## src/rtl/core/tcw_pkg.sv

```systemverilog
package tcw_pkg;

    // Screen geometry
    localparam int COLUMNS    = 80;
    localparam int ROWS       = 25;
    localparam int CELL_COUNT = ROWS * COLUMNS;
    localparam int KEEP_END   = CELL_COUNT - COLUMNS - 1;

    // Widths
    localparam int ADDR_W    = $clog2(CELL_COUNT);
    localparam int ROW_W     = $clog2(ROWS + 1);
    localparam int COL_W     = $clog2(COLUMNS);
    localparam int CELL_W    = 16;
    localparam int CHAR_W    = 8;
    localparam int COLOR_W   = 4;
    localparam int REQ_W     = 2;
    localparam int IDX_W     = 11;
    localparam int POS_W     = 11;
    localparam int CFG_IDX_W = 1;
    localparam int STEP_W    = 4;

    typedef logic [STEP_W-1:0] step_t;

    // Request codes
    localparam logic [REQ_W-1:0] REQ_PUT   = 2'd0;
    localparam logic [REQ_W-1:0] REQ_CLEAR = 2'd1;
    localparam logic [REQ_W-1:0] REQ_READ  = 2'd2;

    // Configuration register indexes
    localparam logic [CFG_IDX_W-1:0] CFG_FOREGROUND = 1'd0;
    localparam logic [CFG_IDX_W-1:0] CFG_BACKGROUND = 1'd1;

    // Character codes
    localparam logic [CHAR_W-1:0] CH_BS    = 8'h08;
    localparam logic [CHAR_W-1:0] CH_LF    = 8'h0A;
    localparam logic [CHAR_W-1:0] CH_CR    = 8'h0D;
    localparam logic [CHAR_W-1:0] CH_SPACE = 8'h20;

    localparam logic [COLOR_W-1:0] FG_RESET = 4'd7;
    localparam logic [COLOR_W-1:0] BG_RESET = 4'd0;

    // Memory operations
    localparam logic [2:0] MEM_NONE    = 3'd0;
    localparam logic [2:0] MEM_FILL    = 3'd1;
    localparam logic [2:0] MEM_COPY_RD = 3'd2;
    localparam logic [2:0] MEM_COPY_WR = 3'd3;
    localparam logic [2:0] MEM_PUT     = 3'd4;
    localparam logic [2:0] MEM_BLANK   = 3'd5;
    localparam logic [2:0] MEM_READ    = 3'd6;

    // Address counter operations
    localparam logic [1:0] ADDR_HOLD = 2'd0;
    localparam logic [1:0] ADDR_ZERO = 2'd1;
    localparam logic [1:0] ADDR_INC  = 2'd2;

    // Cursor operations
    localparam logic [2:0] CUR_HOLD    = 3'd0;
    localparam logic [2:0] CUR_HOME    = 3'd1;
    localparam logic [2:0] CUR_CR      = 3'd2;
    localparam logic [2:0] CUR_BS      = 3'd3;
    localparam logic [2:0] CUR_LF      = 3'd4;
    localparam logic [2:0] CUR_ADV     = 3'd5;
    localparam logic [2:0] CUR_LASTROW = 3'd6;

    // Branch kinds
    localparam logic [2:0] BR_NEXT   = 3'd0;
    localparam logic [2:0] BR_JUMP   = 3'd1;
    localparam logic [2:0] BR_LOOP   = 3'd2;
    localparam logic [2:0] BR_IDLE   = 3'd3;
    localparam logic [2:0] BR_SCROLL = 3'd4;
    localparam logic [2:0] BR_EMIT   = 3'd5;

    // Program steps
    localparam step_t STEP_INIT    = 4'd0;
    localparam step_t STEP_IDLE    = 4'd1;
    localparam step_t STEP_CR      = 4'd2;
    localparam step_t STEP_BS      = 4'd3;
    localparam step_t STEP_BS_WR   = 4'd4;
    localparam step_t STEP_LF      = 4'd5;
    localparam step_t STEP_CHR     = 4'd6;
    localparam step_t STEP_CHECK   = 4'd7;
    localparam step_t STEP_SCR_RD  = 4'd8;
    localparam step_t STEP_SCR_WR  = 4'd9;
    localparam step_t STEP_FILL    = 4'd10;
    localparam step_t STEP_DONE    = 4'd11;
    localparam step_t STEP_CLEAR   = 4'd12;
    localparam step_t STEP_READ    = 4'd13;
    localparam int    PROGRAM_LEN  = 14;

    typedef struct packed {
        logic [2:0] mem_op;
        logic       fill_zero;
        logic [1:0] addr_op;
        logic [2:0] cur_op;
        logic [2:0] br;
        logic       end_last;
        logic       emit;
        step_t      target;
    } ctrl_word_t;

    typedef struct packed {
        logic at_keep_end;
        logic at_last;
        logic row_over;
        logic out_hold;
    } dp_status_t;

    function automatic ctrl_word_t make_cw(
        logic [2:0] mem_op, logic fill_zero, logic [1:0] addr_op, logic [2:0] cur_op,
        logic [2:0] br, logic end_last, logic emit, step_t target);
        ctrl_word_t w;
        w.mem_op    = mem_op;
        w.fill_zero = fill_zero;
        w.addr_op   = addr_op;
        w.cur_op    = cur_op;
        w.br        = br;
        w.end_last  = end_last;
        w.emit      = emit;
        w.target    = target;
        return w;
    endfunction

    // Microprogram
    function automatic ctrl_word_t ucode_word(step_t step);
        ctrl_word_t w;
        case (step)
            STEP_INIT:   w = make_cw(MEM_FILL, 1'b1, ADDR_INC, CUR_HOLD, BR_LOOP,
                                     1'b1, 1'b0, STEP_INIT);
            STEP_IDLE:   w = make_cw(MEM_NONE, 1'b0, ADDR_ZERO, CUR_HOLD, BR_IDLE,
                                     1'b0, 1'b0, STEP_IDLE);
            STEP_CR:     w = make_cw(MEM_NONE, 1'b0, ADDR_HOLD, CUR_CR, BR_JUMP,
                                     1'b0, 1'b0, STEP_DONE);
            STEP_BS:     w = make_cw(MEM_NONE, 1'b0, ADDR_HOLD, CUR_BS, BR_NEXT,
                                     1'b0, 1'b0, STEP_BS_WR);
            STEP_BS_WR:  w = make_cw(MEM_BLANK, 1'b0, ADDR_HOLD, CUR_HOLD, BR_JUMP,
                                     1'b0, 1'b0, STEP_DONE);
            STEP_LF:     w = make_cw(MEM_NONE, 1'b0, ADDR_HOLD, CUR_LF, BR_JUMP,
                                     1'b0, 1'b0, STEP_CHECK);
            STEP_CHR:    w = make_cw(MEM_PUT, 1'b0, ADDR_HOLD, CUR_ADV, BR_NEXT,
                                     1'b0, 1'b0, STEP_CHECK);
            STEP_CHECK:  w = make_cw(MEM_NONE, 1'b0, ADDR_HOLD, CUR_HOLD, BR_SCROLL,
                                     1'b0, 1'b0, STEP_DONE);
            STEP_SCR_RD: w = make_cw(MEM_COPY_RD, 1'b0, ADDR_HOLD, CUR_HOLD, BR_NEXT,
                                     1'b0, 1'b0, STEP_SCR_WR);
            STEP_SCR_WR: w = make_cw(MEM_COPY_WR, 1'b0, ADDR_INC, CUR_LASTROW, BR_LOOP,
                                     1'b0, 1'b0, STEP_SCR_RD);
            STEP_FILL:   w = make_cw(MEM_FILL, 1'b0, ADDR_INC, CUR_HOLD, BR_LOOP,
                                     1'b1, 1'b0, STEP_FILL);
            STEP_DONE:   w = make_cw(MEM_NONE, 1'b0, ADDR_HOLD, CUR_HOLD, BR_EMIT,
                                     1'b0, 1'b1, STEP_IDLE);
            STEP_CLEAR:  w = make_cw(MEM_NONE, 1'b0, ADDR_HOLD, CUR_HOME, BR_JUMP,
                                     1'b0, 1'b0, STEP_FILL);
            STEP_READ:   w = make_cw(MEM_READ, 1'b0, ADDR_HOLD, CUR_HOLD, BR_JUMP,
                                     1'b0, 1'b0, STEP_DONE);
            default:     w = make_cw(MEM_NONE, 1'b0, ADDR_HOLD, CUR_HOLD, BR_JUMP,
                                     1'b0, 1'b0, STEP_IDLE);
        endcase
        return w;
    endfunction

    // Entry step for a new request
    function automatic step_t dispatch_target(logic [REQ_W-1:0] req, logic [CHAR_W-1:0] ch);
        step_t s;
        case (req)
            REQ_PUT: begin
                if (ch == CH_CR) begin
                    s = STEP_CR;
                end else if (ch == CH_BS) begin
                    s = STEP_BS;
                end else if (ch == CH_LF) begin
                    s = STEP_LF;
                end else begin
                    s = STEP_CHR;
                end
            end
            REQ_CLEAR: s = STEP_CLEAR;
            REQ_READ:  s = STEP_READ;
            default:   s = STEP_DONE;
        endcase
        return s;
    endfunction

endpackage

```

## src/rtl/core/tcw_sequencer.sv

```systemverilog
module tcw_sequencer (
    input  logic                         clk,
    input  logic                         rst_n,
    input  logic                         in_valid,
    input  logic [tcw_pkg::REQ_W-1:0]    req_type,
    input  logic [tcw_pkg::CHAR_W-1:0]   char_code,
    input  tcw_pkg::dp_status_t          status,
    output logic                         in_ready,
    output tcw_pkg::ctrl_word_t          ctrl
);

    tcw_pkg::step_t step_reg;
    tcw_pkg::step_t step_next;
    tcw_pkg::step_t step_inc;
    logic           at_end;

    // Fetch the control word of the current step
    assign ctrl     = tcw_pkg::ucode_word(step_reg);
    assign in_ready = (step_reg == tcw_pkg::STEP_IDLE);
    assign step_inc = step_reg + tcw_pkg::step_t'(1);
    assign at_end   = ctrl.end_last ? status.at_last : status.at_keep_end;

    // Pick the next step
    always_comb
    begin
        case (ctrl.br)
            tcw_pkg::BR_NEXT:   step_next = step_inc;
            tcw_pkg::BR_JUMP:   step_next = ctrl.target;
            tcw_pkg::BR_LOOP:   step_next = at_end ? step_inc : ctrl.target;
            tcw_pkg::BR_IDLE:   step_next = in_valid ?
                                    tcw_pkg::dispatch_target(req_type, char_code) : step_reg;
            tcw_pkg::BR_SCROLL: step_next = status.row_over ? step_inc : ctrl.target;
            tcw_pkg::BR_EMIT:   step_next = status.out_hold ? step_reg : ctrl.target;
            default:            step_next = tcw_pkg::STEP_IDLE;
        endcase
    end

    // Advance the step counter; start with the clearing pass
    always_ff @(posedge clk or negedge rst_n)
    begin
        if (!rst_n)
        begin
            step_reg <= tcw_pkg::STEP_INIT;
        end
        else
        begin
            step_reg <= step_next;
        end
    end

`ifndef SYNTHESIS
    a_busy_after_accept: assert property (@(posedge clk) disable iff (!rst_n)
        (in_valid && in_ready) |=> !in_ready)
        else $error("sequencer ready right after taking a request");

    a_step_in_program: assert property (@(posedge clk) disable iff (!rst_n)
        step_reg < tcw_pkg::step_t'(tcw_pkg::PROGRAM_LEN))
        else $error("step counter left the program");

    a_emit_returns_idle: assert property (@(posedge clk) disable iff (!rst_n)
        (ctrl.emit && !status.out_hold) |=> (step_reg == tcw_pkg::STEP_IDLE))
        else $error("result sent without return to idle");
`endif

endmodule

```

## config.mk

```make
export PLATFORM = sky130hd
export DESIGN_NAME = tcw_sequencer
export DESIGN_NICKNAME = d
export VERILOG_FILES = /design/src/rtl/core/tcw_pkg.sv /design/src/rtl/core/tcw_sequencer.sv
export SDC_FILE = /design/constraint.sdc
export NUM_CORES = 1
export LEC_CHECK = 0
export CORE_MARGIN = 5
export CORE_UTILIZATION = 36
export DETAILED_ROUTE_END_ITERATION = 6
export DONT_BUFFER_PORTS = 1
export PLACE_DENSITY = 0.53
export SLEW_MARGIN = 15
export SYNTH_ARGS = -nofsm -noshare
export SYNTH_HDL_FRONTEND = slang
export SYNTH_SLANG_ARGS = --single-unit
```

## constraint.sdc

```tcl
create_clock -name clk -period 2.65 [get_ports clk]
set_input_delay 0.1325 -clock clk [delete_from_list [all_inputs] [get_ports clk]]
set_output_delay 0.1325 -clock clk [all_outputs]
set_load 0.02 [all_outputs]
```

==> results.toml <==
[outcome]
status = "finished, final reports clean"

[yosys]
syn_nets = 167
synth_edf_count = 0
yosys_warnings = 0
synth.largest_area_cell = "ha_1"
synth_flop_cell = "dfrtp_1"
synth.top_cell.area_share_pct = 14.12
synth.most_common_cell = "inv_1"
yosys_register_bits = 4
synthTopCellsByCount = "inv_1 (13), ha_1 (12), nor2_1 (12)"
syn_avg_cell_area_um2 = 7.707
syn_area_um2 = 1064
synth_cell_type_count = 51
netlist_top_cells_area = "ha_1 (14%), dfrtp_1 (9.4%), mux2i_1 (6.6%), inv_1 (4.6%), nor2_1 (4.2%)"
async_flop_share_pct = 100.0
ys_seq_area_share_pct = 9.412
synthesis.instances = 138

[detailed_routing]
dr.pass1.iters = 4
drcViolationCount = 0
dr_total_vias = 1088
routedWlPerCell_um = 17.15
routed_wl_um = 3053
drt-initial-drc-count = 102
via_per_inst = 6.112
drt.antenna.violating_nets = 0

[timing]
skew_ps = 1.911
rsz0062_at_grt = "false"
min_period_ps = 2408
setup_viol = 0
fmax_mhz = 415.2
whs_ps = 170.0
min_period_over_period_pct = 90.88
slew_headroom_pct = 56.32
maxSlewViolCount = 0
tightest_slew_ps = 648.3
layout_setup_ws_ps = 241.6
hold_violations = 0
finalSetupTns_ps = 0

[cts]
worstSkewPairLatency_ps = 230
htreeDepth = 1
cts_tree = "done"
clock_path_buffers = 2
cts_hold_buf = 1
post-cts-setup-buffers = 0
cts_sinks = 4
cts_root_buffer = "clkbuf_4"
cts.clk_slew.worst_paths_ps = 40
cts_buffers = 3
cts_resized = 0

[worst_hold_path]
hold_path.class = "input port to asynchronous set/reset pin"

[setup_path]
max_stage_delay_ps = 500
critPathRequiredTime_ps = 2760
cp_num_buf_inv = 2
cp_max_fo = 8
endpoint_kind = "flop"
crit_type = "flop to flop"
crit_slowest_cell = "ha_1"
critPathLaunchType = "flop"
cp_top_family = "simple AND/OR/NAND/NOR gates"
worstPathCellList = "inv_1, ha_1, nor2b_4, or3_4, clkinv_4, o211ai_2, and3_1, o31a_1"
arrival_ps = 2520

[placement]
post-place-ws_ps = 240.7
dp_hpwl_um = 2484
io_buffers = 0
gp_congestion = 0.8297

[global_routing]
grt_max_degree = 29
antenna_found_initial = 0
grtUsageTotal_pct = 14.91
grt_pass1_vias = 1032
grt_overflow = 0
grt_pass1_wl_um = 5050

[floorplan]
dieArea_um2 = 4141
rows = 19
die_h_um = 64.35
io-pin-count = 36
die_width_um = 64.35
core_um2 = 2805
initial_core_util_pct = 37.91

[job]
maxCapViolations = 0

[layout]
area_growth_pct = 11.53
largest_register_ffs = 4
diodes = 0
nNetsFinal = 178
drive_gt1_share_pct = 17.69
==> metrics by stage <==
step                instance area, um^2  cells  utilization [%]
floorplan                          1064    138                -
global placement                   1154    174            41.12
detailed placement                 1154    174            41.12
CTS                                1186    178            42.28
global route                       1186    178            42.28
finish                             1186    178            42.28
==> cell families (layout without fill, tap and decap cells) <==
| group | count (synthesis) | count (layout) | synth area share [%] |
|---|---|---|---|
| and+or+nand+nor | 52 | 52 | 28.47 |
| AOI/OAI and AO/OA | 38 | 38 | 27.65 |
| buffers and inverters | 22 | 31 | 9.411 |
| adders and majority gates | 12 | 12 | 14.12 |
| muxes | 9 | 9 | 10.12 |
| DFF | 4 | 4 | 9.412 |
| xor gates and xnor gates | 1 | 1 | 0.8237 |
==> metal layers <==
layer	global-route usage, %	up-vias	share of wire [%]
met2	24.10	35	51
met5	0	-	0
met4	5.277	0	0.95
met3	2.277	2	4.7
li1	-	527	-
met1	20.04	524	44
==> path summary, 6_finish.rpt <==
kind	startpoint	endpoint	slack (ps)	depth (start not counted)
worst max register to register	step_reg[0]	step_reg[0]	240	8
min in group clk	status[3]	step_reg[3]	310	4
worst max-delay path	step_reg[0]	step_reg[0]	240	8
worst min-delay path	rst_n	step_reg[3]	170	1
max in group asynchronous	rst_n	step_reg[0]	2310	1
worst min register to register	step_reg[1]	step_reg[1]	700	3
==> worst reg2reg max path, stage by stage, from the launching register on <==
cell and delay (ps):
dfrtp_1 420, inv_1 160, ha_1 500, nor2b_4 90, or3_4 430, clkinv_4 90
o211ai_2 120, and3_1 210, o31a_1 270
==> cell usage in the layout (no fill, tap or decap), types with 4 or more instances in the layout <==
| cell type | Yosys | routed |
|---|---|---|
| nor2_1 | 12 | 12 |
| buf_4 | 0 | 12 |
| nand2_1 | 11 | 11 |
| a31oi_1 | 4 | 4 |
| mux2i_1 | 7 | 7 |
| o21ai_0 | 6 | 6 |
| inv_1 | 13 | 13 |
| dfrtp_1 | 4 | 4 |
| and2_1 | 6 | 6 |
| o211ai_1 | 5 | 5 |
| ha_1 | 12 | 12 |
==> cell type report <==
type                    instances  area (um^2)
flip-flops and latches          4        100.1
inverters                      15        61.31
clock buffers                   3        22.52
repair buffers                 13        100.1
fillers                       301         1619
well taps                      31        38.79
multi-input cells             112        863.3
Power is left out: the tool's default activity adds up to more than one toggle a clock period on the data nets, which glitch-free logic cannot reach.
